--- src/hw/rtl/asm_pkg.sv ---
// ============================================================================
// asm_pkg: shared types, signature tables and helpers
// Holds the signature alternatives of the four attack classes, packed as
// element strings, together with byte folding and element matching helpers.
// ============================================================================
package asm_pkg;

    localparam int unsigned NumClasses = 4;
    localparam int unsigned NumAlts    = 24;
    localparam int unsigned MaxLen     = 12;

    // Special element codes inside a signature string.
    localparam logic [7:0] ElSpace = 8'h01;   // any white-space byte
    localparam logic [7:0] ElNotGt = 8'h02;   // any byte except '>'

    typedef enum logic [1:0] {
        CLS_SQLI      = 2'd0,
        CLS_XSS       = 2'd1,
        CLS_TRAVERSAL = 2'd2,
        CLS_SCANNER   = 2'd3
    } t_rule_class;

    // Control request from the top level to the matcher core.
    typedef struct packed {
        logic step;    // process the staged item in this cycle
        logic has;     // the staged item carries a byte
        logic last;    // the staged item closes the text
    } t_nfa_ctl;

    // Signature strings, element 0 is the leftmost character.
    localparam logic [8*MaxLen-1:0] AltStr [NumAlts] = '{
        "union\001select",
        "or\0011\001=\0011",
        "';",
        "--\001",
        "/*",
        "sleep\001(",
        "benchmark\001(",
        "<script",
        "javascript:",
        "onerror\001=",
        "onload\001=",
        "<img\002src",
        "../",
        "..\\",
        "%2e%2e/",
        "/etc/passwd",
        "c:\\windows",
        "sqlmap",
        "nikto",
        "nmap",
        "masscan",
        "acunetix",
        "nessus",
        "zgrab"
    };

    localparam int unsigned AltLen [NumAlts] = '{
        12, 8, 2, 3, 2, 7, 11,
        7, 11, 9, 8, 8,
        3, 3, 7, 11, 10,
        6, 5, 4, 7, 8, 6, 5
    };

    localparam t_rule_class AltCls [NumAlts] = '{
        CLS_SQLI, CLS_SQLI, CLS_SQLI, CLS_SQLI, CLS_SQLI, CLS_SQLI, CLS_SQLI,
        CLS_XSS, CLS_XSS, CLS_XSS, CLS_XSS, CLS_XSS,
        CLS_TRAVERSAL, CLS_TRAVERSAL, CLS_TRAVERSAL, CLS_TRAVERSAL, CLS_TRAVERSAL,
        CLS_SCANNER, CLS_SCANNER, CLS_SCANNER, CLS_SCANNER, CLS_SCANNER,
        CLS_SCANNER, CLS_SCANNER
    };

    // Bit k marks element k as repeated one or more times.
    localparam logic [MaxLen-1:0] AltPlus [NumAlts] = '{
        12'h020, 12'h004, 12'h000, 12'h000, 12'h000, 12'h000, 12'h000,
        12'h000, 12'h000, 12'h000, 12'h000, 12'h010,
        12'h000, 12'h000, 12'h000, 12'h000, 12'h000,
        12'h000, 12'h000, 12'h000, 12'h000, 12'h000, 12'h000, 12'h000
    };

    // Bit k marks element k as repeated zero or more times.
    localparam logic [MaxLen-1:0] AltStar [NumAlts] = '{
        12'h000, 12'h050, 12'h000, 12'h000, 12'h000, 12'h020, 12'h200,
        12'h000, 12'h000, 12'h080, 12'h040, 12'h000,
        12'h000, 12'h000, 12'h000, 12'h000, 12'h000,
        12'h000, 12'h000, 12'h000, 12'h000, 12'h000, 12'h000, 12'h000
    };

    // Fold upper-case ASCII letters to lower case.
    function automatic logic [7:0] fold_byte(input logic [7:0] c);
        logic [7:0] r;
        r = c;
        if (c >= 8'h41 && c <= 8'h5A) begin
            r = c + 8'h20;
        end
        return r;
    endfunction

    // True if one signature element accepts the folded byte.
    function automatic logic elem_match(input logic [7:0] el, input logic [7:0] c);
        logic r;
        if (el == ElSpace) begin
            r = (c == 8'h20) || (c >= 8'h09 && c <= 8'h0D);
        end else if (el == ElNotGt) begin
            r = (c != 8'h3E);
        end else begin
            r = (c == el);
        end
        return r;
    endfunction

    // Lowest-numbered class whose matched bit is set, sqli when none is.
    function automatic t_rule_class lowest_class(input logic [NumClasses-1:0] m);
        t_rule_class r;
        if (m[0]) begin
            r = CLS_SQLI;
        end else if (m[1]) begin
            r = CLS_XSS;
        end else if (m[2]) begin
            r = CLS_TRAVERSAL;
        end else if (m[3]) begin
            r = CLS_SCANNER;
        end else begin
            r = CLS_SQLI;
        end
        return r;
    endfunction

endpackage

--- src/hw/rtl/asm_nfa.sv ---
// ============================================================================
// asm_nfa: bit-parallel signature automata
// Keeps one active bit per signature element and the sticky matched flags
// of the four classes; advances all alternatives by one byte per request.
// ============================================================================
module asm_nfa (
    input  logic                              i_clk,
    input  logic                              i_rst_n,
    input  asm_pkg::t_nfa_ctl                 i_ctl,
    input  logic [7:0]                        i_byte,
    output logic [asm_pkg::NumClasses-1:0]    o_matched
);
    import asm_pkg::*;

    logic [MaxLen-1:0]     r_active [NumAlts];
    logic [MaxLen-1:0]     n_active [NumAlts];
    logic [NumClasses-1:0] r_matched;
    logic [NumAlts-1:0]    w_alt_acc;
    logic [NumClasses-1:0] w_cls_acc;
    logic [7:0]            w_c;

    assign w_c = fold_byte(i_byte);

    // One chain per alternative: reach is the position before an element in
    // the old state, acc the position after it in the new state.
    for (genvar a = 0; a < NumAlts; a++) begin : g_alt
        logic [MaxLen:0]   w_reach;
        logic [MaxLen:0]   w_acc;
        logic [MaxLen-1:0] w_new;

        assign w_reach[0] = 1'b1;
        assign w_acc[0]   = 1'b0;

        for (genvar k = 0; k < MaxLen; k++) begin : g_el
            if (k < AltLen[a]) begin : g_used
                localparam logic [7:0] El = AltStr[a][8*(AltLen[a]-1-k) +: 8];
                assign w_new[k] = elem_match(El, w_c)
                    && (w_reach[k] || ((AltPlus[a][k] || AltStar[a][k])
                                       && r_active[a][k]));
                assign w_reach[k+1] = r_active[a][k] || (AltStar[a][k] && w_reach[k]);
                assign w_acc[k+1]   = w_new[k] || (AltStar[a][k] && w_acc[k]);
            end else begin : g_unused
                assign w_new[k]     = 1'b0;
                assign w_reach[k+1] = 1'b0;
                assign w_acc[k+1]   = 1'b0;
            end
        end

        assign n_active[a]  = w_new;
        assign w_alt_acc[a] = w_acc[AltLen[a]];
    end

    // Collect alternative accepts into their classes.
    always_comb begin
        w_cls_acc = '0;
        for (int a = 0; a < NumAlts; a++) begin
            if (w_alt_acc[a]) begin
                w_cls_acc[AltCls[a]] = 1'b1;
            end
        end
    end

    // Matched flags including the byte under work.
    assign o_matched = r_matched | (i_ctl.has ? w_cls_acc : '0);

    // State update; the closing item clears everything for the next text.
    always_ff @(posedge i_clk) begin
        if (!i_rst_n) begin
            r_matched <= '0;
            for (int a = 0; a < NumAlts; a++) begin
                r_active[a] <= '0;
            end
        end else if (i_ctl.step) begin
            if (i_ctl.last) begin
                r_matched <= '0;
                for (int a = 0; a < NumAlts; a++) begin
                    r_active[a] <= '0;
                end
            end else if (i_ctl.has) begin
                r_matched <= o_matched;
                for (int a = 0; a < NumAlts; a++) begin
                    r_active[a] <= n_active[a];
                end
            end
        end
    end

endmodule

--- src/hw/rtl/attack_signature_matcher.sv ---
// ============================================================================
// attack_signature_matcher: streaming attack signature search
// Searches one text for sqli, xss, traversal and scanner signatures and
// reports the lowest-numbered class found when the text closes.
// ============================================================================
// Channel    Direction  tdata                 tuser        tlast
// s_axis     in         [7:0] text_byte       [0] has_byte end_of_text
// m_axis     out        [1:0] rule_class      [0] hit      -
//
// One item is taken per cycle, but a stalled result holds back a closing
// item in the input register and the requests behind it; byte items ahead
// of that item keep flowing. A staged byte item is processed in the next
// cycle, a closing item once the result register is free. The automata
// update is the single combinational step between those registers. Reset
// is synchronous and clears the valid flags and automata state.
// ============================================================================
module attack_signature_matcher (
    input  logic       i_clk,
    input  logic       i_rst_n,
    input  logic [7:0] i_s_axis_tdata,   // [7:0] text_byte
    input  logic       i_s_axis_tuser,   // [0] has_byte
    input  logic       i_s_axis_tlast,
    input  logic       i_s_axis_tvalid,
    output logic       o_s_axis_tready,
    output logic [7:0] o_m_axis_tdata,   // [1:0] rule_class, [7:2] zero
    output logic       o_m_axis_tuser,   // [0] hit
    output logic       o_m_axis_tvalid,
    input  logic       i_m_axis_tready
);
    import asm_pkg::*;

    logic                  r_in_valid;
    logic [7:0]            r_in_byte;
    logic                  r_in_has;
    logic                  r_in_last;
    logic                  r_out_valid;
    logic                  r_out_hit;
    t_rule_class           r_out_cls;
    logic                  w_take;
    logic                  w_out_free;
    t_nfa_ctl              w_ctl;
    logic [NumClasses-1:0] w_matched;

    // Handshake control: a closing item waits for room in the output register.
    assign w_out_free      = !r_out_valid || i_m_axis_tready;
    assign w_ctl.step      = r_in_valid && (!r_in_last || w_out_free);
    assign w_ctl.has       = r_in_has;
    assign w_ctl.last      = r_in_last;
    assign o_s_axis_tready = !r_in_valid || w_ctl.step;
    assign w_take          = i_s_axis_tvalid && o_s_axis_tready;

    // Input register.
    always_ff @(posedge i_clk) begin
        if (!i_rst_n) begin
            r_in_valid <= 1'b0;
        end else if (w_take) begin
            r_in_valid <= 1'b1;
        end else if (w_ctl.step) begin
            r_in_valid <= 1'b0;
        end
    end

    always_ff @(posedge i_clk) begin
        if (w_take) begin
            r_in_byte <= i_s_axis_tdata;
            r_in_has  <= i_s_axis_tuser;
            r_in_last <= i_s_axis_tlast;
        end
    end

    asm_nfa u_nfa (
        .i_clk     (i_clk),
        .i_rst_n   (i_rst_n),
        .i_ctl     (w_ctl),
        .i_byte    (r_in_byte),
        .o_matched (w_matched)
    );

    // Result register.
    always_ff @(posedge i_clk) begin
        if (!i_rst_n) begin
            r_out_valid <= 1'b0;
        end else if (w_ctl.step && r_in_last) begin
            r_out_valid <= 1'b1;
        end else if (i_m_axis_tready) begin
            r_out_valid <= 1'b0;
        end
    end

    always_ff @(posedge i_clk) begin
        if (w_ctl.step && r_in_last) begin
            r_out_hit <= |w_matched;
            r_out_cls <= lowest_class(w_matched);
        end
    end

    assign o_m_axis_tvalid = r_out_valid;
    assign o_m_axis_tuser  = r_out_hit;
    assign o_m_axis_tdata  = {6'b0, r_out_cls};

endmodule

--- config.mk ---
export PLATFORM = sky130hd
export DESIGN_NAME = attack_signature_matcher
export DESIGN_NICKNAME = d
export VERILOG_FILES = /design/src/hw/rtl/asm_pkg.sv /design/src/hw/rtl/asm_nfa.sv /design/src/hw/rtl/attack_signature_matcher.sv
export SDC_FILE = /design/constraint.sdc
export NUM_CORES = 1
export LEC_CHECK = 0
export ABC_AREA = 0
export ABC_CLOCK_PERIOD_IN_PS = 4550
export BUFFER_PORTS_ARGS = -buffer_cell sky130_fd_sc_hd__buf_2
export CAP_MARGIN = 20
export CORE_MARGIN = 2
export CORE_UTILIZATION = 40
export CTS_BUF_LIST = sky130_fd_sc_hd__clkbuf_8 sky130_fd_sc_hd__clkbuf_16
export DETAILED_ROUTE_END_ITERATION = 7
export GPL_TIMING_DRIVEN = 0
export HOLD_SLACK_MARGIN = 0.05
export PLACE_DENSITY = 0.64
export REMOVE_ABC_BUFFERS = 1
export SETUP_SLACK_MARGIN = 0.4
export SYNTH_ARGS = -nofsm -noshare
export SYNTH_HDL_FRONTEND = slang
export SYNTH_SLANG_ARGS = --single-unit
--- constraint.sdc ---
create_clock -name i_clk -period 4.55 [get_ports i_clk]
set_input_delay 0.6825 -clock i_clk [delete_from_list [all_inputs] [get_ports i_clk]]
set_output_delay 0.6825 -clock i_clk [all_outputs]
set_load 0.02 [all_outputs]
==> flow_metrics.env, run 1 <==
export IMPL_synth_seq_cells=149
export IMPL_synth_edff_count=143
export IMPL_io_pins=25
export IMPL_crit_path_end_kind="flop"
export IMPL_drt_total_wl_mm=14.1
export IMPL_firstDrtPassIters=5
export IMPL_setup_viol=0
export IMPL_arrival_ps=3740
export IMPL_grt_pass1_wl_mm=21.3
export IMPL_grt_max_degree=66
export IMPL_area_growth_synth_to_final_pct=13.5
export IMPL_ys_seq_area_share_pct=69.4
export IMPL_path_max_fanout=15
export IMPL_worst_ir_drop_vdd_uv=263
export IMPL_syn_area_per_cell_um2=13.7
export IMPL_met1_length_mm=6.20
export IMPL_synth_distinct_cells=59
export IMPL_worstMarginPinSlew_ps=1040
export IMPL_diodes=0
export IMPL_clkSinkCount=149
export IMPL_dr_wl_met3_um=942
export IMPL_cts_setup_buffers=0
export IMPL_grtUsageTotal_pct=17.4
export IMPL_cts_buffers=17
export IMPL_cts_resized_gates=0
export IMPL_top_layer="met4"
export IMPL_portBuffers=18
export IMPL_worstPathRequired_ps=4840
export IMPL_start_util_pct=40.5
export IMPL_clock_skew_ps=5.08
export IMPL_drc=0
export IMPL_nets=504
export IMPL_p_per_area_mw_per_mm2=415
export IMPL_async_flop_share_pct=0
export IMPL_tns_ps=0
export IMPL_relSlewSlack_pct=30.7
export IMPL_netlist_area_mm2=0.00636
export IMPL_dpl_hpwl_mm=9.27
export IMPL_grt_pass1_vias=3755
export IMPL_synthFlopType="edfxtp_1"
export IMPL_period_share_pct=75.9
export IMPL_grt_overflow=0
export IMPL_die_area_mm2=0.0169
export IMPL_fin_crit_ps=3450
export IMPL_rsz0062_at_grt="false"
export IMPL_fmax_ghz=0.290
export IMPL_die_h_um=130
export IMPL_holdCritPathClass="in -> reg"
export IMPL_outcome="complete, no violations"
export IMPL_core_mm2=0.0157
export IMPL_clkTransAtPathRegs_ps=60
export IMPL_core_rowCount=46
export IMPL_critPathLaunchType="flop"
export IMPL_hold_viol=0
export IMPL_crit_type="reg -> reg"
export IMPL_ctsLongestPathBuffers=2
export IMPL_die_w_um=130
export IMPL_grt_antenna_before_repair=0
export IMPL_dr_wl_met2_mm=6.70
export IMPL_via_count=3931
export IMPL_vias_per_cell=5.47
export IMPL_cts_tree="done"
export IMPL_drive_gt1_share_pct=13.1
export IMPL_cts_root_buf="clkbuf_16"
export IMPL_wl_per_cell_um=19.6
export IMPL_synth_cells=465
export IMPL_postCtsHoldBufs=0
export IMPL_drtIter0Drc=533
export IMPL_htreeDepth=4
export IMPL_power_leakage_uw=0.00279
export IMPL_power_uw=3000
export IMPL_slew_viol_final=0
export IMPL_clock_latency_ps=430
export IMPL_maxCapViolations=0
export IMPL_ys_warnings_count=0
export IMPL_whs_ps=430
export IMPL_gp_congestion=0.894
export IMPL_antenna_left=0
==> registers in the layout, summed over array words and instances, names as in the netlist <==
| signal | count |
|---|---|
| u_nfa.r_active | 130 |
| o_m_axis_tuser | 1 |
| r_in_valid | 1 |
| r_in_byte | 8 |
| o_m_axis_tvalid | 1 |
| r_in_last | 1 |
| r_out_cls | 2 |
| r_in_has | 1 |
| u_nfa.r_matched | 4 |
==> through the flow <==
| stage | cell area (um^2) | cells | setup slack [ps] | util (%) |
|---|---|---|---|---|
| after floorplan | 6270 | 448 | -10.7 | - |
| final | 7220 | 718 | 1100 | 46.0 |
| after global routing | 7220 | 718 | 886 | 46.0 |
| after CTS | 7210 | 717 | 1120 | 45.9 |
| after detailed placement | 6690 | 685 | 1150 | 42.6 |
| after global placement | 6630 | 682 | -1370 | 42.2 |
==> critical path, stage by stage (launching register included) <==
cell and delay (ps):
edfxtp_1 570, or3b_1 510, a21oi_2 230, and2_1 620, nand2_1 300, nor3_1 840, and2_1 240
==> layout by cell type, fill, tap and decap left out, drive strengths merged, types with 2 or more instances in the layout <==
| master | Yosys | routed |
|---|---|---|
| a211oi | 3 | 3 |
| a21o | 2 | 2 |
| a21oi | 7 | 7 |
| a31oi | 4 | 4 |
| a32o | 2 | 2 |
| a41oi | 2 | 2 |
| and2 | 54 | 54 |
| and3 | 60 | 60 |
| and4 | 4 | 4 |
| buf | 12 | 21 |
| clkbuf | 10 | 18 |
| clkinv | 0 | 8 |
| clkinvlp | 0 | 2 |
| conb | 1 | 6 |
| dfxtp | 6 | 6 |
| edfxtp | 143 | 143 |
| inv | 5 | 9 |
| mux2 | 2 | 2 |
| nand2 | 18 | 18 |
| nand2b | 8 | 8 |
| nand3 | 13 | 13 |
| nand4 | 4 | 4 |
| nand4b | 2 | 2 |
| nor2 | 38 | 38 |
| nor2b | 10 | 10 |
| nor3 | 9 | 9 |
| nor3b | 2 | 2 |
| nor4 | 7 | 7 |
| nor4b | 4 | 4 |
| o21ai | 5 | 5 |
| o2bb2ai | 2 | 2 |
| o31a | 2 | 2 |
| o31ai | 4 | 4 |
| or2 | 3 | 3 |
| or4 | 2 | 2 |
==> path summary, 6_finish.rpt <==
path / slack, ps / from / cells after the start / end
min reg2reg: 510 / u_nfa.r_matched[3]$_SDFFE_PN0P_ / 2 / u_nfa.r_matched[3]$_SDFFE_PN0P_
max reg2reg: 1100 / r_in_byte[4]$_DFFE_PP_ / 6 / u_nfa.r_active[3][16]$_SDFFCE_PN0P_
min: 430 / i_s_axis_tdata[1] / 1 / r_in_byte[1]$_DFFE_PP_
max: 1100 / r_in_byte[4]$_DFFE_PP_ / 6 / u_nfa.r_active[3][16]$_SDFFCE_PN0P_
==> cells in the mapped netlist (all sizes together), types with 3 or more instances <==
cell type,count,area [um^2]
nor3,9,50.1
nor2,38,143
or2,3,18.8
nor2b,10,62.6
clkbuf,10,37.5
nor4b,4,47.6
and4,4,35.0
dfxtp,6,120
nor4,7,62.6
edfxtp,143,4290
nand4,4,25.0
buf,12,75.1
and2,54,338
o31ai,4,30.0
a211oi,3,22.5
inv,5,18.8
nand3,13,65.1
a21oi,7,38.8
o21ai,5,28.8
and3,60,380
a31oi,4,25.0
nand2b,8,50.1
nand2,18,70.1
==> cell type report <==
type,instances,area [um^2]
Clock buffer,17,425
Timing Repair Buffer,22,140
Inverter,5,18.8
Tap cell,216,270
Multi-Input combinational cell,294,1850
Fill cell,1377,8490
Clock inverter,15,98.8
Sequential cell,149,4410
==> layer usage <==
layer,vias to the layer above,track usage [%]
li1,1808,-
met1,1952,24.0
met2,149,26.4
met3,22,4.55
met4,0,7.21
met5,-,0
==> kinds of logic after synthesis <==
group / Yosys count / share of synthesized area, %
and+or+nand+nor: 241 / 22.4
DFF: 149 / 69.4
AOI/OAI and AO/OA: 44 / 5.57
buffers and inverters: 27 / 2.06
muxes: 2 / 0.354
adders and majority gates: 1 / 0.197
other: 1 / 0.0589
==> where the power goes <==
group / switching (uW) / total, uW / internal, uW
combinational: 94.3 / 129 / 34.8
clock: 526 / 1260 / 732
sequential: 34.7 / 1610 / 1580
total: 655 / 3000 / 2340
Power figures use the tool's default switching activity.
==> run 2: changes to the inputs <==
Settings changed: ABC_AREA 0 to 1, ABC_CLOCK_PERIOD_IN_PS 4550 to 3400, PLACE_DENSITY 0.64 to 0.62.
Clock period 4.55 ns to 3.4 ns, I/O delays scaled along.
==> flow_metrics.env, run 2 <==
export IMPL_outcome="complete, no violations"
export IMPL_dpl_hpwl_mm=8.56
export IMPL_startpoint="r_in_byte[2]$_DFFE_PP_"
export IMPL_holdCritPathClass="in -> reg"
export IMPL_synth_cells_most_frequent="edfxtp_1, nor2_1, inv_1"
export IMPL_clock_latency_ps=420
export IMPL_grt_pass1_wl_mm=20.2
export IMPL_whs_ps=264
export IMPL_start_util_pct=40.4
export IMPL_top_regs="u_nfa.r_active: 130 flops, r_in_byte: 8 flops, u_nfa.r_matched: 4 flops"
export IMPL_die_area_mm2=0.0169
export IMPL_period_share_pct=82.0
export IMPL_relSlewSlack_pct=46.2
export IMPL_core_mm2=0.0157
export IMPL_fillers=1418
export IMPL_p_per_area_mw_per_mm2=572
export IMPL_grt_pass1_vias=3731
export IMPL_critPathSlowestCell="edfxtp_1"
export IMPL_p_sw_uw=896
export IMPL_via_count=3986
export IMPL_synth_top_area_share_pct=67.6
export IMPL_postCtsHoldBufs=0
export IMPL_yosysMostFrequentCell="edfxtp_1"
export IMPL_synth_area_leader_cell="edfxtp_1"
export IMPL_drive_gt1_share_pct=13.9
export IMPL_netlist_area_mm2=0.00635
export IMPL_power_leakage_uw=0.00272
export IMPL_portBuffers=18
export IMPL_arrival_ps=2970
export IMPL_htreeDepth=4
export IMPL_synth_cells=558
export IMPL_gp_congestion=0.898
export IMPL_worst_ir_drop_vdd_uv=352
export IMPL_grt_max_degree=70
export IMPL_min_from="i_s_axis_tdata[7]"
export IMPL_drt_total_wl_mm=13.1
export IMPL_slowest_delay_ps=530
export IMPL_path_max_fanout=11
export IMPL_clkSinkCount=149
export IMPL_grtUsageTotal_pct=16.4
export IMPL_fmax_ghz=0.359
export IMPL_p_int_uw=3300
export IMPL_swShare_pct=21.4
export IMPL_clkPwrFrac_pct=44.6
export IMPL_async_flop_share_pct=0
export IMPL_critPathLaunchType="flop"
export IMPL_worstPathRequired_ps=3580
export IMPL_syn_area_per_cell_um2=11.4
export IMPL_hold_viol=0
export IMPL_crit_type="reg -> reg"
export IMPL_cts_buffers=17
export IMPL_grt_antenna_before_repair=0
export IMPL_final_cell_mix="edfxtp_1, nor2_1, inv_1, nand2_1, nor3b_1"
export IMPL_synth_area_leaders="edfxtp_1, nor2_1, inv_1, nand2_1, nor3b_1"
export IMPL_fin_crit_ps=2790
export IMPL_diodes=0
export IMPL_ys_seq_area_share_pct=69.5
export IMPL_setup_viol=0
export IMPL_maxCapViolations=0
export IMPL_ctsLongestPathBuffers=2
export IMPL_rsz0062_at_grt="false"
export IMPL_die_w_um=130
export IMPL_ys_warnings_count=0
export IMPL_regMostFlops="u_nfa.r_active"
export IMPL_seqPwrFrac_pct=51.2
export IMPL_antenna_left=0
export IMPL_drc=0
export IMPL_final_common_cell="edfxtp_1"
export IMPL_synth_edff_count=143
export IMPL_drtIter0Drc=372
export IMPL_tns_ps=0
export IMPL_clkTransAtPathRegs_ps=60
export IMPL_clock_skew_ps=5.70
export IMPL_grt_overflow=0
export IMPL_cts_root_buf="clkbuf_16"
export IMPL_cts_tree="done"
export IMPL_firstDrtPassIters=5
export IMPL_synth_seq_cells=149
export IMPL_crit_path_end_kind="flop"
export IMPL_wl_per_cell_um=16.0
export IMPL_vias_per_cell=4.87
export IMPL_synth_distinct_cells=41
export IMPL_io_pins=25
export IMPL_nets=605
export IMPL_worstMarginPinSlew_ps=806
export IMPL_largest_reg_flops=130
export IMPL_die_h_um=130
export IMPL_area_growth_synth_to_final_pct=15.4
export IMPL_synthFlopType="edfxtp_1"
export IMPL_cp_cell_sequence="nor2_1 > nand3_2 > nand4_2 > nand2_4 > nor2_4 > nand2_1 > inv_2 > nand3_1 > nand3_1 > a21oi_2 > nand2_1 > nor2_1"
export IMPL_p_comb_share_pct=4.2
export IMPL_reg2reg_from="r_in_byte[2]$_DFFE_PP_"
export IMPL_core_rowCount=46
export IMPL_slew_viol_final=0
run 2: cell types whose count changed after synthesis, sizes merged, moves of 7 or more:
cell / delta
and3: -60
nor2: +90
nand2: +63
nand2b: -8
nor3b: +23
and2: -53
inv: +81
nor2b: -9
nand4: +9
clkbuf: -7
run 2: cells by family after synthesis:
kind of cell             synth area share, %
AO/OA/AOI/OAI                           2.36
adder cells (fa/ha/maj)                0.197
buffers and inverters                   6.81
flip-flops                              69.5
other                                 0.0590
AND/OR/NAND/NOR                         21.1
run 2: critical path: cells and delay by family, from the launching register on:
family / cells / cell delay, ps
AO/OA/AOI/OAI: 1 / 80
buffers and inverters: 1 / 200
flip-flops: 1 / 530
AND/OR/NAND/NOR: 10 / 1720
run 2: cell type report:
cell class | count | area (um^2) | area share [%]
clock buffer | 17 | 425 | 5.80
clock inverter | 15 | 164 | 2.24
inverter | 87 | 332 | 4.52
multi-input combinational | 310 | 1550 | 21.1
sequential | 149 | 4410 | 60.2
tap | 216 | 270 | 3.69
timing repair buffer | 25 | 183 | 2.49
run 2: timing repair:
item,in CTS,in global routing
pin swaps,1,0
gates resized for setup,0,1
endpoints found under the setup margin,10,12
setup buffers,5,0
run 2: per-layer routing:
metal / vias to the layer above / global-route usage (%) / share of wire (%)
met2: 140 / 25.6 / 47
li1: 1908 / - / -
met5: - / 0 / 0
met1: 1913 / 22.0 / 44
met3: 25 / 4.59 / 6.8
met4: 0 / 6.58 / 2.1
run 2: path summary, 6_finish.rpt:
| path | end | slack (ps) | cells after the start |
|---|---|---|---|
| worst max-delay path | r_out_cls[1]$_SDFFCE_PP0P_ | 610 | 12 |
| worst min register to register | u_nfa.r_matched[3]$_SDFFE_PN0P_ | 510 | 2 |
| worst max register to register | r_out_cls[1]$_SDFFCE_PP0P_ | 610 | 12 |
| worst min-delay path | r_in_byte[7]$_DFFE_PP_ | 260 | 1 |
run 2: stage by stage:
stage	instance area, um^2	utilization [%]	cells	total power [uW]	setup WS [ps]
after floorplan	6270	-	546	2310	-749
after global placement	6630	42.2	780	2360	-2190
after detailed placement	6700	42.7	782	2360	10.4
after CTS	7330	46.6	819	4220	428
after global routing	7330	46.7	819	4320	436
final	7330	46.7	819	4200	613
run 2: power by group through the flow:
stage          Clock, uW  Combinational (uW)  Sequential (uW)
2_1_floorplan          0                 116             2190
3_3_place_gp           0                 161             2200
3_5_place_dp           0                 173             2190
4_1_cts             1890                 175             2150
5_1_grt             1970                 194             2160
6_report            1870                 175             2150
==> run 3: changes to the inputs <==
Settings changed: ABC_CLOCK_PERIOD_IN_PS 3400 to 2600.
Clock period 3.4 ns to 2.6 ns, I/O delays scaled along.
==> flow_metrics.env, run 3 (synthesized netlist as in run 2, its figures left out) <==
export IMPL_outcome="complete, no violations"
export IMPL_grt_max_degree=70
export IMPL_clock_skew_ps=7.00
export IMPL_cp_endpoint="r_out_cls[0]$_SDFFCE_PP0P_"
export IMPL_placed_cells=782
export IMPL_clock_latency_ps=430
export IMPL_grtUsageTotal_pct=17.7
export IMPL_hold_viol=0
export IMPL_placed_cell_area_mm2=0.00670
export IMPL_crit_type="reg -> reg"
export IMPL_cts_root_buf="clkbuf_16"
export IMPL_drive_gt1_share_pct=27.9
export IMPL_ff2ff_path_depth=16
export IMPL_dpl_hpwl_mm=8.56
export IMPL_top_regs="u_nfa.r_active: 130 flops, r_in_byte: 8 flops, u_nfa.r_matched: 4 flops"
export IMPL_vias_per_cell=5.08
export IMPL_holdCritPathClass="in -> reg"
export IMPL_final_common_cell="edfxtp_1"
export IMPL_portBuffers=18
export IMPL_drt_total_wl_mm=15.0
export IMPL_grtUsageMet3_pct=4.72
export IMPL_io_pins=25
export IMPL_nets=648
export IMPL_utilization_pct=51.2
export IMPL_worst_ir_drop_vdd_uv=471
export IMPL_largest_reg_flops=130
export IMPL_fin_crit_ps=2490
export IMPL_ctsLongestPathBuffers=2
export IMPL_fmax_ghz=0.402
export IMPL_clkSinkCount=149
export IMPL_critPathLaunchType="flop"
export IMPL_rrSetupSlack_ps=110
export IMPL_whs_ps=142
export IMPL_path_max_fanout=5
export IMPL_met2_usage_pct=28.1
export IMPL_postCtsHoldBufs=0
export IMPL_diodes=0
export IMPL_die_w_um=130
export IMPL_area_growth_synth_to_final_pct=26.5
export IMPL_p_per_area_mw_per_mm2=696
export IMPL_firstDrtPassIters=5
export IMPL_cts_tree="done"
export IMPL_rsz0062_at_grt="true"
export IMPL_reg2reg_from="r_in_byte[1]$_DFFE_PP_"
export IMPL_htreeDepth=4
export IMPL_die_area_mm2=0.0169
export IMPL_worstPathRequired_ps=2770
export IMPL_maxCapViolations=0
export IMPL_final_cell_mix="edfxtp_1, nor2_1, inv_1, nand2_1, buf_4"
export IMPL_grt_overflow=0
export IMPL_r2r_end="r_out_cls[0]$_SDFFCE_PP0P_"
export IMPL_busiest_layer="met2"
export IMPL_via_count=4382
export IMPL_slew_viol_final=0
export IMPL_core_rowCount=46
export IMPL_crit_path_end_kind="flop"
export IMPL_period_share_pct=95.7
export IMPL_grt_antenna_before_repair=0
export IMPL_grt_pass1_wl_mm=21.7
export IMPL_grt_pass1_vias=4001
export IMPL_startpoint="r_in_byte[1]$_DFFE_PP_"
export IMPL_core_mm2=0.0157
export IMPL_power_leakage_uw=0.00300
export IMPL_clkTransAtPathRegs_ps=60
export IMPL_cts_buffers=17
export IMPL_wl_per_cell_um=17.4
export IMPL_gp_congestion=0.898
export IMPL_regMostFlops="u_nfa.r_active"
export IMPL_grtUsageMet1_pct=23.2
export IMPL_start_util_pct=40.4
export IMPL_antenna_left=0
export IMPL_setup_viol=0
export IMPL_layout_cells_non_filler=862
export IMPL_die_h_um=130
export IMPL_stdcell_area_mm2=0.00804
export IMPL_drc=0
export IMPL_arrival_ps=2660
export IMPL_drtIter0Drc=583
[run 3: final cells by class]
class                   instances  area, um^2
repair buffers                 65         547
multi-input cells             313        1870
flip-flops and latches        149        4410
clock buffers                  17         425
clock inverters                15         164
well taps                     216         270
fillers                      1312        7670
inverters                      87         344
[run 3: how the worst min path moves through the flow]
| stage | startpoint | endpoint | slack [ps] | depth (start not counted) |
|---|---|---|---|---|
| after detailed placement | u_nfa.r_matched[3]$_SDFFE_PN0P_ | u_nfa.r_matched[3]$_SDFFE_PN0P_ | 490 | 2 |
| after floorplan | u_nfa.r_matched[1]$_SDFFE_PN0P_ | u_nfa.r_matched[1]$_SDFFE_PN0P_ | 460 | 2 |
| after global routing | i_s_axis_tdata[7] | r_in_byte[7]$_DFFE_PP_ | 120 | 1 |
| after CTS | i_s_axis_tlast | r_in_last$_DFFE_PP_ | 130 | 1 |
| after global placement | u_nfa.r_matched[3]$_SDFFE_PN0P_ | u_nfa.r_matched[3]$_SDFFE_PN0P_ | 480 | 2 |
| final | i_s_axis_tdata[7] | r_in_byte[7]$_DFFE_PP_ | 140 | 1 |
[run 3: power by group]
group	internal [uW]	switching (uW)
combinational	109	228
clock	1490	953
sequential	2760	47.0
total	4370	1230
[run 3: worst max-delay path, cell delays in order, from the launching register on]
cell      delay, ps
edfxtp_1        480
inv_2            90
nor2_4          130
nand2_2         120
nand2_4         130
nand3_4         120
nand2_2         110
nand2_2          60
nor2_4          190
buf_6           160
nand4_1         130
o21ai_2         120
nor2_2           80
nor2_2          120
nor2_2           60
nand2_1          90
a21oi_2          60
[run 3: routing by layer]
metal	part of all wire (%)	vias to the layer above	routed length [um]
met2	48	200	7180
met1	42	2120	6290
met5	0	-	0
li1	-	2008	-
met4	2.9	0	430
met3	7.4	54	1120
[run 3: timing repair]
| item | CTS | global route |
|---|---|---|
| resized for setup | 36 | 47 |
| endpoints found under the setup margin | 202 | 172 |
| gates cloned | 1 | 2 |
| pin swaps | 17 | 31 |
| setup buffers | 34 | 11 |
[run 3: stage by stage]
| step | worst slack (ps) | total power (uW) | TNS, ps |
|---|---|---|---|
| after floorplan | -1510 | 3010 | -210030 |
| after global placement | -2870 | 3090 | -568510 |
| after detailed placement | -670 | 3090 | -26930 |
| after CTS | 271 | 5560 | 0 |
| after global routing | 0.162 | 5750 | 0 |
| final | 111 | 5590 | 0 |
